--- config.mk ---
export PLATFORM = sky130hd
export DESIGN_NAME = event_record_deframer
export DESIGN_NICKNAME = d
export VERILOG_FILES = /design/src/hdl/erd_pkg.sv /design/src/hdl/event_record_deframer.sv /design/src/hdl/erd_front.sv /design/src/hdl/erd_queue.sv
export SDC_FILE = /design/constraint.sdc
export NUM_CORES = 1
export LEC_CHECK = 0
export BUFFER_PORTS_ARGS = -buffer_cell sky130_fd_sc_hd__buf_2
export CORE_MARGIN = 8
export CORE_UTILIZATION = 37
export DETAILED_ROUTE_END_ITERATION = 16
export HOLD_SLACK_MARGIN = 0.02
export PLACE_DENSITY_LB_ADDON = 0.15
export SLEW_MARGIN = 20
export SYNTH_ARGS = -nofsm -noshare
export SYNTH_HDL_FRONTEND = slang
export SYNTH_SLANG_ARGS = --single-unit
--- constraint.sdc ---
create_clock -name clk -period 6.11 [get_ports clk]
set_input_delay 0.9165 -clock clk [delete_from_list [all_inputs] [get_ports clk]]
set_output_delay 0.9165 -clock clk [all_outputs]
set_load 0.1 [all_outputs]
--- src/hdl/erd_pkg.sv ---
// shared types and constants for the event record deframer
`timescale 1ns / 1ps
`default_nettype none

package erd_pkg;

  // record kind bytes and header rules
  localparam logic [7:0] REC_TEXT = 8'h63;  // 'c'
  localparam logic [7:0] REC_ADD  = 8'h41;  // 'A'
  localparam int unsigned MIN_LEN = 2;

  // result queue geometry
  localparam int unsigned QUEUE_DEPTH = 4;
  localparam int unsigned QUEUE_AW    = $clog2(QUEUE_DEPTH);
  localparam int unsigned QUEUE_CW    = $clog2(QUEUE_DEPTH + 1);

  // result kinds
  typedef enum logic [2:0] {
    KIND_TEXT_BYTE = 3'd0,
    KIND_TEXT_END  = 3'd1,
    KIND_ADD_OBJ   = 3'd2,
    KIND_UNKNOWN   = 3'd3,
    KIND_BAD       = 3'd4
  } kind_t;

  // one result item as it travels through the queue
  typedef struct packed {
    kind_t       kind;
    logic [7:0]  source_id;
    logic [15:0] x_coord;
    logic [15:0] y_coord;
    logic [7:0]  text_byte;
    logic        record_end;
  } result_t;

  // push side of the queue
  typedef struct packed {
    logic    push;
    result_t entry;
  } push_t;

endpackage

`default_nettype wire

--- src/hdl/event_record_deframer.sv ---
// top level of the event record deframer
`timescale 1ns / 1ps
`default_nettype none

// Splits a byte stream into records (source byte, 16-bit big-endian length,
// payload) and reports text bytes, text record ends, add object records,
// unknown kinds and bad lengths. One byte is taken per cycle while the queue
// is not full: the parser updates its state and pushes at most one result into a
// four-entry queue, whose head drives the output stream. Input ready drops
// only while that queue is full, so bytes flow at one per cycle for as long
// as the output side takes results; each result is written into the queue
// before it appears on the output. No reset sweep is needed.

module event_record_deframer (
  input  wire logic        clk,
  input  wire logic        rst,
  input  wire logic        s_tvalid,
  output logic             s_tready,
  input  wire logic [7:0]  s_tdata,   // [7:0] rx_byte
  output logic             m_tvalid,
  input  wire logic        m_tready,
  output logic [47:0]      m_tdata,   // [7:0] source_id, [23:8] x_coord,
                                      // [39:24] y_coord, [47:40] text_byte
  output logic [2:0]       m_tuser,   // [2:0] kind
  output logic             m_tlast    // record_end
);

  erd_pkg::push_t   push;
  erd_pkg::result_t head;
  logic             queue_full;

  // front: parse and classify
  erd_front u_front (
    .clk        (clk),
    .rst        (rst),
    .s_tvalid   (s_tvalid),
    .s_tready   (s_tready),
    .s_tdata    (s_tdata),
    .queue_full (queue_full),
    .to_queue   (push)
  );

  // back: result queue feeding the output stream
  erd_queue u_queue (
    .clk        (clk),
    .rst        (rst),
    .from_front (push),
    .full       (queue_full),
    .head_valid (m_tvalid),
    .head       (head),
    .pop        (m_tready)
  );

  // output packing
  assign m_tdata = {head.text_byte, head.y_coord, head.x_coord, head.source_id};
  assign m_tuser = head.kind;
  assign m_tlast = head.record_end;

endmodule

`default_nettype wire

--- src/hdl/erd_front.sv ---
// record parser: accepts bytes, tracks the record and classifies results
`timescale 1ns / 1ps
`default_nettype none

module erd_front (
  input  wire logic             clk,
  input  wire logic             rst,
  input  wire logic             s_tvalid,
  output logic                  s_tready,
  input  wire logic [7:0]       s_tdata,
  input  wire logic             queue_full,
  output erd_pkg::push_t        to_queue
);

  typedef enum logic [1:0] {
    PH_SRC     = 2'd0,
    PH_LEN_HI  = 2'd1,
    PH_LEN_LO  = 2'd2,
    PH_PAYLOAD = 2'd3
  } phase_t;

  phase_t      phase, phase_next;
  logic [7:0]  source_reg, source_reg_next;
  logic [15:0] bytes_left, bytes_left_next;
  logic [2:0]  payload_pos, payload_pos_next;
  logic [7:0]  record_kind, record_kind_next;
  logic [7:0]  text_left, text_left_next;
  logic [15:0] x_hold, x_hold_next;
  logic [7:0]  y_high, y_high_next;

  logic             accept;
  logic             last;
  logic             res_valid;
  logic [15:0]      full_len;
  erd_pkg::result_t res;

  assign s_tready = !queue_full;
  assign accept   = s_tvalid && s_tready;
  assign last     = bytes_left < 16'(erd_pkg::MIN_LEN);
  assign full_len = {bytes_left[15:8], s_tdata};

  // next state and result for the byte on the input
  always_comb begin
    phase_next       = phase;
    source_reg_next  = source_reg;
    bytes_left_next  = bytes_left;
    payload_pos_next = payload_pos;
    record_kind_next = record_kind;
    text_left_next   = text_left;
    x_hold_next      = x_hold;
    y_high_next      = y_high;
    res_valid        = 1'b0;
    res.kind         = erd_pkg::KIND_BAD;
    res.source_id    = source_reg;
    res.x_coord      = '0;
    res.y_coord      = '0;
    res.text_byte    = '0;
    res.record_end   = 1'b1;

    unique case (phase)
      PH_SRC: begin
        source_reg_next = s_tdata;
        phase_next      = PH_LEN_HI;
      end
      PH_LEN_HI: begin
        bytes_left_next = {s_tdata, 8'h00};
        phase_next      = PH_LEN_LO;
      end
      PH_LEN_LO: begin
        bytes_left_next  = full_len;
        payload_pos_next = '0;
        record_kind_next = '0;
        text_left_next   = '0;
        x_hold_next      = '0;
        y_high_next      = '0;
        if (full_len == '0) begin
          // empty record is bad
          res_valid  = 1'b1;
          phase_next = PH_SRC;
        end else begin
          phase_next = PH_PAYLOAD;
        end
      end
      PH_PAYLOAD: begin
        if (payload_pos == '0) begin
          // kind byte
          record_kind_next = s_tdata;
          res_valid        = last;
        end else if (record_kind == erd_pkg::REC_TEXT) begin
          if (payload_pos == 3'd1) begin
            text_left_next = s_tdata;
            res_valid      = last;
            res.kind       = erd_pkg::KIND_TEXT_END;
          end else if (text_left != '0) begin
            text_left_next = text_left - 8'd1;
            res_valid      = 1'b1;
            res.kind       = erd_pkg::KIND_TEXT_BYTE;
            res.text_byte  = s_tdata;
            res.record_end = last;
          end else begin
            res_valid = last;
            res.kind  = erd_pkg::KIND_TEXT_END;
          end
        end else if (record_kind == erd_pkg::REC_ADD) begin
          // collect coordinates, the y low byte lands in text_left
          unique case (payload_pos)
            3'd1:    x_hold_next    = {s_tdata, 8'h00};
            3'd2:    x_hold_next    = {x_hold[15:8], s_tdata};
            3'd3:    y_high_next    = s_tdata;
            3'd4:    text_left_next = s_tdata;
            default: ;
          endcase
          res_valid = last;
          if (payload_pos >= 3'd4) begin
            res.kind    = erd_pkg::KIND_ADD_OBJ;
            res.x_coord = x_hold;
            res.y_coord = (payload_pos == 3'd4) ? {y_high, s_tdata} : {y_high, text_left};
          end
        end else begin
          res_valid = last;
          res.kind  = erd_pkg::KIND_UNKNOWN;
        end

        if (payload_pos != 3'd7) begin
          payload_pos_next = payload_pos + 3'd1;
        end
        if (bytes_left != '0) begin
          bytes_left_next = bytes_left - 16'd1;
        end
        if (last) begin
          phase_next = PH_SRC;
        end
      end
      default: ;
    endcase
  end

  // state registers
  always_ff @(posedge clk) begin
    if (rst) begin
      phase       <= PH_SRC;
      source_reg  <= '0;
      bytes_left  <= '0;
      payload_pos <= '0;
      record_kind <= '0;
      text_left   <= '0;
      x_hold      <= '0;
      y_high      <= '0;
    end else if (accept) begin
      phase       <= phase_next;
      source_reg  <= source_reg_next;
      bytes_left  <= bytes_left_next;
      payload_pos <= payload_pos_next;
      record_kind <= record_kind_next;
      text_left   <= text_left_next;
      x_hold      <= x_hold_next;
      y_high      <= y_high_next;
    end
  end

  assign to_queue.push  = accept && res_valid;
  assign to_queue.entry = res;

  // a closing result sends the parser back to the header
  a_end_to_src: assert property (@(posedge clk) disable iff (rst)
    (to_queue.push && to_queue.entry.record_end) |=> (phase == PH_SRC))
    else $error("record end did not return to source phase");

  // only text bytes may leave a record open
  a_open_only_text: assert property (@(posedge clk) disable iff (rst)
    (to_queue.push && !to_queue.entry.record_end) |->
      (to_queue.entry.kind == erd_pkg::KIND_TEXT_BYTE))
    else $error("non-text result left record open");

  // a source byte is always followed by the length high byte
  a_src_to_len: assert property (@(posedge clk) disable iff (rst)
    (accept && phase == PH_SRC) |=> (phase == PH_LEN_HI))
    else $error("source byte not followed by length phase");

endmodule

`default_nettype wire

--- src/hdl/erd_queue.sv ---
// short result queue between the parser and the output stream
`timescale 1ns / 1ps
`default_nettype none

module erd_queue (
  input  wire logic             clk,
  input  wire logic             rst,
  input  erd_pkg::push_t        from_front,
  output logic                  full,
  output logic                  head_valid,
  output erd_pkg::result_t      head,
  input  wire logic             pop
);

  erd_pkg::result_t              mem [erd_pkg::QUEUE_DEPTH];
  logic [erd_pkg::QUEUE_AW-1:0]  wr_ptr;
  logic [erd_pkg::QUEUE_AW-1:0]  rd_ptr;
  logic [erd_pkg::QUEUE_CW-1:0]  count;
  logic                          do_pop;

  assign full       = count == erd_pkg::QUEUE_CW'(erd_pkg::QUEUE_DEPTH);
  assign head_valid = count != '0;
  assign head       = mem[rd_ptr];
  assign do_pop     = pop && head_valid;

  // storage
  always_ff @(posedge clk) begin
    if (from_front.push) begin
      mem[wr_ptr] <= from_front.entry;
    end
  end

  // pointers and fill count
  always_ff @(posedge clk) begin
    if (rst) begin
      wr_ptr <= '0;
      rd_ptr <= '0;
      count  <= '0;
    end else begin
      if (from_front.push) begin
        wr_ptr <= wr_ptr + 1'b1;
      end
      if (do_pop) begin
        rd_ptr <= rd_ptr + 1'b1;
      end
      if (from_front.push && !do_pop) begin
        count <= count + 1'b1;
      end else if (do_pop && !from_front.push) begin
        count <= count - 1'b1;
      end
    end
  end

  a_no_overflow: assert property (@(posedge clk) disable iff (rst)
    from_front.push |-> !full)
    else $error("push into full queue");

  a_count_bound: assert property (@(posedge clk) disable iff (rst)
    count <= erd_pkg::QUEUE_CW'(erd_pkg::QUEUE_DEPTH))
    else $error("queue count out of range");

  a_pop_drains: assert property (@(posedge clk) disable iff (rst)
    (do_pop && !from_front.push) |=> (count == $past(count) - 1'b1))
    else $error("pop did not lower count");

endmodule

`default_nettype wire

==> impl_metrics.toml, run 1 <==
[detailed_routing]
drt_wl_total_mm = 27.9
ant_nets = 0
first_iter_violations = 498
dr.pass1.iters = 5
wl_per_cell_um = 21.5
drcViolationCount = 0
vias_per_cell = 5.30
vias = 6879

[timing]
relSlewSlack_pct = 29.3
worst_clock_skew_ps = 13.2
setup_violations = 0
worstMarginPinSlew_ps = 1060
slew_violations = 0
setup_slack_ps = 2130
fmax_ghz = 0.251
fin_crit_ps = 3980
finalSetupTns_ps = 0
min_period_over_period_pct = 65.1
rsz0062_at_grt = "false"
fin_hold_ws_ps = 488
finalHoldViolations = 0

[floorplanning]
chipHeight_um = 195
start_util_pct = 37.6
die_area_um2 = 38000
die_x_um = 195
io_pins = 66
placeableCoreArea_um2 = 31600
rows = 65

[layout]
top_register = "u_queue.mem"
final_util_pct = 43.6
finalNetCount = 899
antennaDiodeCount = 0
largest_reg_flops = 208
layout_common_cells = "208 x edfxtp_1, 81 x nor2_1, 76 x dfxtp_1, 65 x buf_2, 52 x mux4_2"
fin_cells = 1298
largestRegisters = "u_queue.mem (208), u_front.bytes_left (16), u_front.x_hold (16)"
area_delta_synth_final_pct = 16.2
final_common_cell = "edfxtp_1"
drive_above_1_share_pct = 22.4
fin_area_um2 = 13800

[clock_network]
cts_sinks = 286
cts_tree = "done"
clock_path_buffers = 3
htreeDepth = 1
cts_setup_buffers = 0
root_buffer = "clkbuf_16"
numCtsBuffers = 30
clk_latency_ps = 540
hold_buffers = 0
cts_resized = 0
clk_pin_slew_ps = 60

[critical_path]
start_kind = "register"
reg2reg_to = "u_queue.mem[3][8]"
crit_type = "reg -> reg"
rrSetupSlack_ps = 2130
worstPathRequired_ps = 6310
r2r-start = "u_front.payload_pos[2]"
cp_max_fo = 28
r2r_cells = 6
cp.arrival_ps = 4180
endpoint_kind = "register"

[synthesis]
synthFlopType = "edfxtp_1"
synth_top_area_cell = "edfxtp_1"
syn_avg_cell_area_um2 = 14.7
synth_edf_count = 208
synth.top_cell.area_share_pct = 52.7
syn_nets = 833
synth_top_family_by_area = "multiplexers"
synth-xor-area-share_pct = 1.03
syn_area_um2 = 11900
netlist_instances = 806
synthAdderAreaFrac_pct = 1.65
yosysUniqueCellTypes = 65
netlist_top_cells_area = "edfxtp_1 53%, dfxtp_1 13%, mux4_2 9.9%"
synth-compound-area-share_pct = 7.04
yosys_register_bits = 286
yosys_warnings = 0
yosysSeqAreaShare_pct = 65.9
muxShareOfSynthArea_pct = 12.3
yosys.area_share.simple_pct = 9.90
async_flop_share_pct = 0

[placed_design]
place_ws_ps = 2060
dp_cells = 1242
dpl_cell_area_um2 = 12600
place_hpwl_mm = 17.9
place_congestion = 0.858
port_buffers = 65

[power_and_ir_drop]
ir_drop_mv = 0.275
power_density_nw_per_um2 = 404
p_leak_nw = 4.70
power.total_mw = 5.57

[flow_run]
maxCapViolations = 0

[global_routing]
antenna_found_initial = 0
use_met3_pct = 2.04
grt-ovfl-total = 0
grt_pass1_vias = 7097
busiest_layer = "met2"
use_met1_pct = 20.1
gr-usage-all-layers_pct = 14.4
grt_pass1_wl_mm = 43.4
grt_max_degree = 68
grt_util_met2_pct = 23.7

[hold_path]
hold_path_class = "reg -> reg"
holdPathStages = 2
worstHoldStart = "u_front.y_high[0]"
hold_end = "u_front.y_high[0]"

[outcome]
outcome = "finished clean"
where the power goes:
| part | internal [mW] | switching (mW) |
|---|---|---|
| clock network | 1.33 | 0.753 |
| registers | 2.11 | 0.104 |
| logic | 0.323 | 0.951 |
| total | 3.76 | 1.81 |
final cells by class:
class | count | area, um2
sequential | 286 | 7810
tap | 402 | 503
multi-input combinational | 453 | 3790
timing repair buffer | 79 | 430
fill | 2863 | 17800
inverter | 22 | 82.6
clock inverter | 23 | 353
clock buffer | 33 | 803
metal layers:
| layer | part of all wire (%) | wire length (um) |
|---|---|---|
| met1 | 48 | 13300 |
| met2 | 47 | 13100 |
| met3 | 3.8 | 1060 |
| met4 | 1.6 | 448 |
| met5 | 0 | 0 |
cell usage after synthesis, types with 10 or more instances:
| cell | n |
|---|---|
| ha_1 | 14 |
| a21oi_1 | 31 |
| edfxtp_1 | 208 |
| o21ai_0 | 23 |
| mux2i_1 | 27 |
| nor4_1 | 10 |
| inv_1 | 22 |
| clkbuf_1 | 31 |
| nand2_1 | 26 |
| nor2_1 | 81 |
| nor3_1 | 12 |
| dfxtp_1 | 78 |
| and2_1 | 31 |
| mux4_2 | 52 |
| nand3_1 | 13 |
worst max-delay path by stage:
stage / start / cells after the start / endpoint / slack [ps]
after floorplan: u_queue.count[0] / 5 / u_queue.mem[0][0] / 2130
after global placement: u_front.payload_pos[2] / 6 / u_queue.mem[2][16] / 2160
after detailed placement: u_front.payload_pos[2] / 6 / u_queue.mem[3][30] / 2060
after CTS: u_front.payload_pos[2] / 6 / u_queue.mem[3][8] / 2060
after global routing: u_front.payload_pos[2] / 6 / u_queue.mem[3][8] / 1860
final: u_front.payload_pos[2] / 6 / u_queue.mem[3][8] / 2130
kinds of logic after synthesis:
group                      after synthesis
AOI/OAI and AO/OA                      121
muxes                                   80
buffers and inverters                   67
DFF                                    286
adders and majority gates               15
xor gates and xnor gates                14
and+or+nand+nor                        223
critical path, stage by stage (launching register included):
cell	delay (ps)
dfxtp_1	770
nand2b_1	200
and4_1	590
nand3b_4	240
a311oi_4	490
and2_2	820
buf_4	500
(Power assumes the default switching activity.)
==> run 2, diff against run 1 <==
clock period = 4 ns   (was 6.11 ns; I/O delays follow)
==> run 2 against run 1 <==
Net effect:
- clock skew is 2.1 ps lower
- utilization is 0.21 points lower
- critical path type unchanged
- sequential cell count stayed put
- clock-buffer cell count is 5 higher
==> impl_metrics.toml, run 2 (synthesis gave the netlist of run 1 again) <==
[floorplanning]
placeableCoreArea_um2 = 31600
chipHeight_um = 195
rows = 65
io_pins = 66
die_area_um2 = 38000
start_util_pct = 37.6
die_x_um = 195

[clock_network]
cts_sinks = 286
cts_setup_buffers = 0
clock_path_buffers = 3
hold_buffers = 0
clk_pin_slew_ps = 60
htreeDepth = 1
root_buffer = "clkbuf_16"
cts_tree = "done"
numCtsBuffers = 31
cts_resized = 0
clk_latency_ps = 560

[layout]
top_register = "u_queue.mem"
largestRegisters = "u_queue.mem (208), u_front.bytes_left (16), u_front.x_hold (16)"
fin_cells = 1309
area_delta_synth_final_pct = 15.7
layout_common_cells = "208 x edfxtp_1, 81 x nor2_1, 76 x dfxtp_1, 65 x buf_2, 52 x mux4_2"
antennaDiodeCount = 0
largest_reg_flops = 208
fin_area_um2 = 13700
final_common_cell = "edfxtp_1"
finalNetCount = 909
n_fill_cell = 2889
drive_above_1_share_pct = 22.3

[global_routing]
antenna_found_initial = 0
grt_pass1_wl_mm = 42.6
grt_max_degree = 53
grt-ovfl-total = 0
gr-usage-all-layers_pct = 14.3
grt_pass1_vias = 7103

[detailed_routing]
ant_nets = 0
vias_per_cell = 5.33
drcViolationCount = 0
drt_wl_total_mm = 27.6
first_iter_violations = 438
wl_per_cell_um = 21.1
vias = 6982
dr.pass1.iters = 5

[power_and_ir_drop]
p_leak_nw = 4.69
power_density_nw_per_um2 = 589
ir_drop_mv = 0.315

[timing]
finalHoldViolations = 0
setup_violations = 0
min_period_over_period_pct = 82.1
fmax_ghz = 0.304
worst_clock_skew_ps = 11.1
relSlewSlack_pct = 32.7
finalSetupTns_ps = 0
setup_slack_ps = 714
worstMarginPinSlew_ps = 1010
slew_violations = 0
rsz0062_at_grt = "false"
fin_crit_ps = 3290

[flow_run]
maxCapViolations = 0

[hold_path]
holdPathStages = 2
hold_path_class = "in -> reg"
worstHoldStart = "s_tdata[5]"

[critical_path]
worst-path-buf-inv = 2
worstPathRequired_ps = 4480
path_delay_family = "adder cells"
endpoint_kind = "register"
crit_type = "reg -> reg"
cp_max_fo = 20
r2r-start = "u_front.payload_pos[0]"
worstPathCellList = "inv_1 > ha_1 > nor2b_1 > nand3b_4 > a311oi_4 > ha_1 > inv_1 > fa_1 > xor2_1 > or3_1 > a21oi_1"
cpPeakStageDelay_ps = 450
worst_path_max_delay_cell = "a311oi_4"
start_kind = "register"
cp.arrival_ps = 3770
r2r_cells = 11
cp.depth = 11
startpoint = "u_front.payload_pos[0]"

[placed_design]
place_hpwl_mm = 17.6
place_ws_ps = 697
dp_cells = 1251
dpl_cell_area_um2 = 12700
place_congestion = 0.859
port_buffers = 65

[outcome]
outcome = "finished clean"
run 2: layer usage:
layer	GRT usage, %	up-vias	share of wire (%)
met4	3.96	0	2.4
met3	2.31	49	4.3
li1	-	3259	-
met1	19.3	3523	46
met5	0	-	0
met2	23.5	151	48
run 2: report_power, final:
part / internal, mW / total (mW) / switching, mW / leakage, nW
Combinational: 0.509 / 2.02 / 1.51 / 1.68
Sequential: 3.23 / 3.33 / 0.100 / 2.52
Clock: 1.61 / 2.73 / 1.12 / 0.480
Total: 5.35 / 8.08 / 2.73 / 4.69
run 2: stage by stage:
step                hold WS [ps]  utilization (%)  power (mW)
floorplan                    441                -        5.06
global placement             466             40.3        5.44
detailed placement           477             40.3        5.44
CTS                          303             43.4        8.18
global route                 322             43.4        8.38
finish                       331             43.4        8.08
run 2: worst reg2reg max path, cell delays in order (launching register included):
cell,delay [ps]
dfxtp_1,410
inv_1,90
ha_1,430
nor2b_1,260
nand3b_4,250
a311oi_4,450
ha_1,260
inv_1,70
fa_1,430
xor2_1,150
or3_1,300
a21oi_1,140
run 2: area by class of cell:
class / count / area, um2 / share of cell area (%)
well taps: 402 / 503 / 3.67
clock inverters: 20 / 176 / 1.29
multi-input cells: 453 / 3790 / 27.7
inverters: 22 / 82.6 / 0.603
repair buffers: 88 / 536 / 3.91
flip-flops and latches: 286 / 7810 / 57.0
clock buffers: 38 / 802 / 5.85
run 2: worst paths after layout:
kind	end	slack (ps)
worst min-delay path	u_front.x_hold[13]	330
worst max-delay path	u_queue.count[2]	710
worst min register to register	u_front.y_high[7]	480
worst max register to register	u_queue.count[2]	710
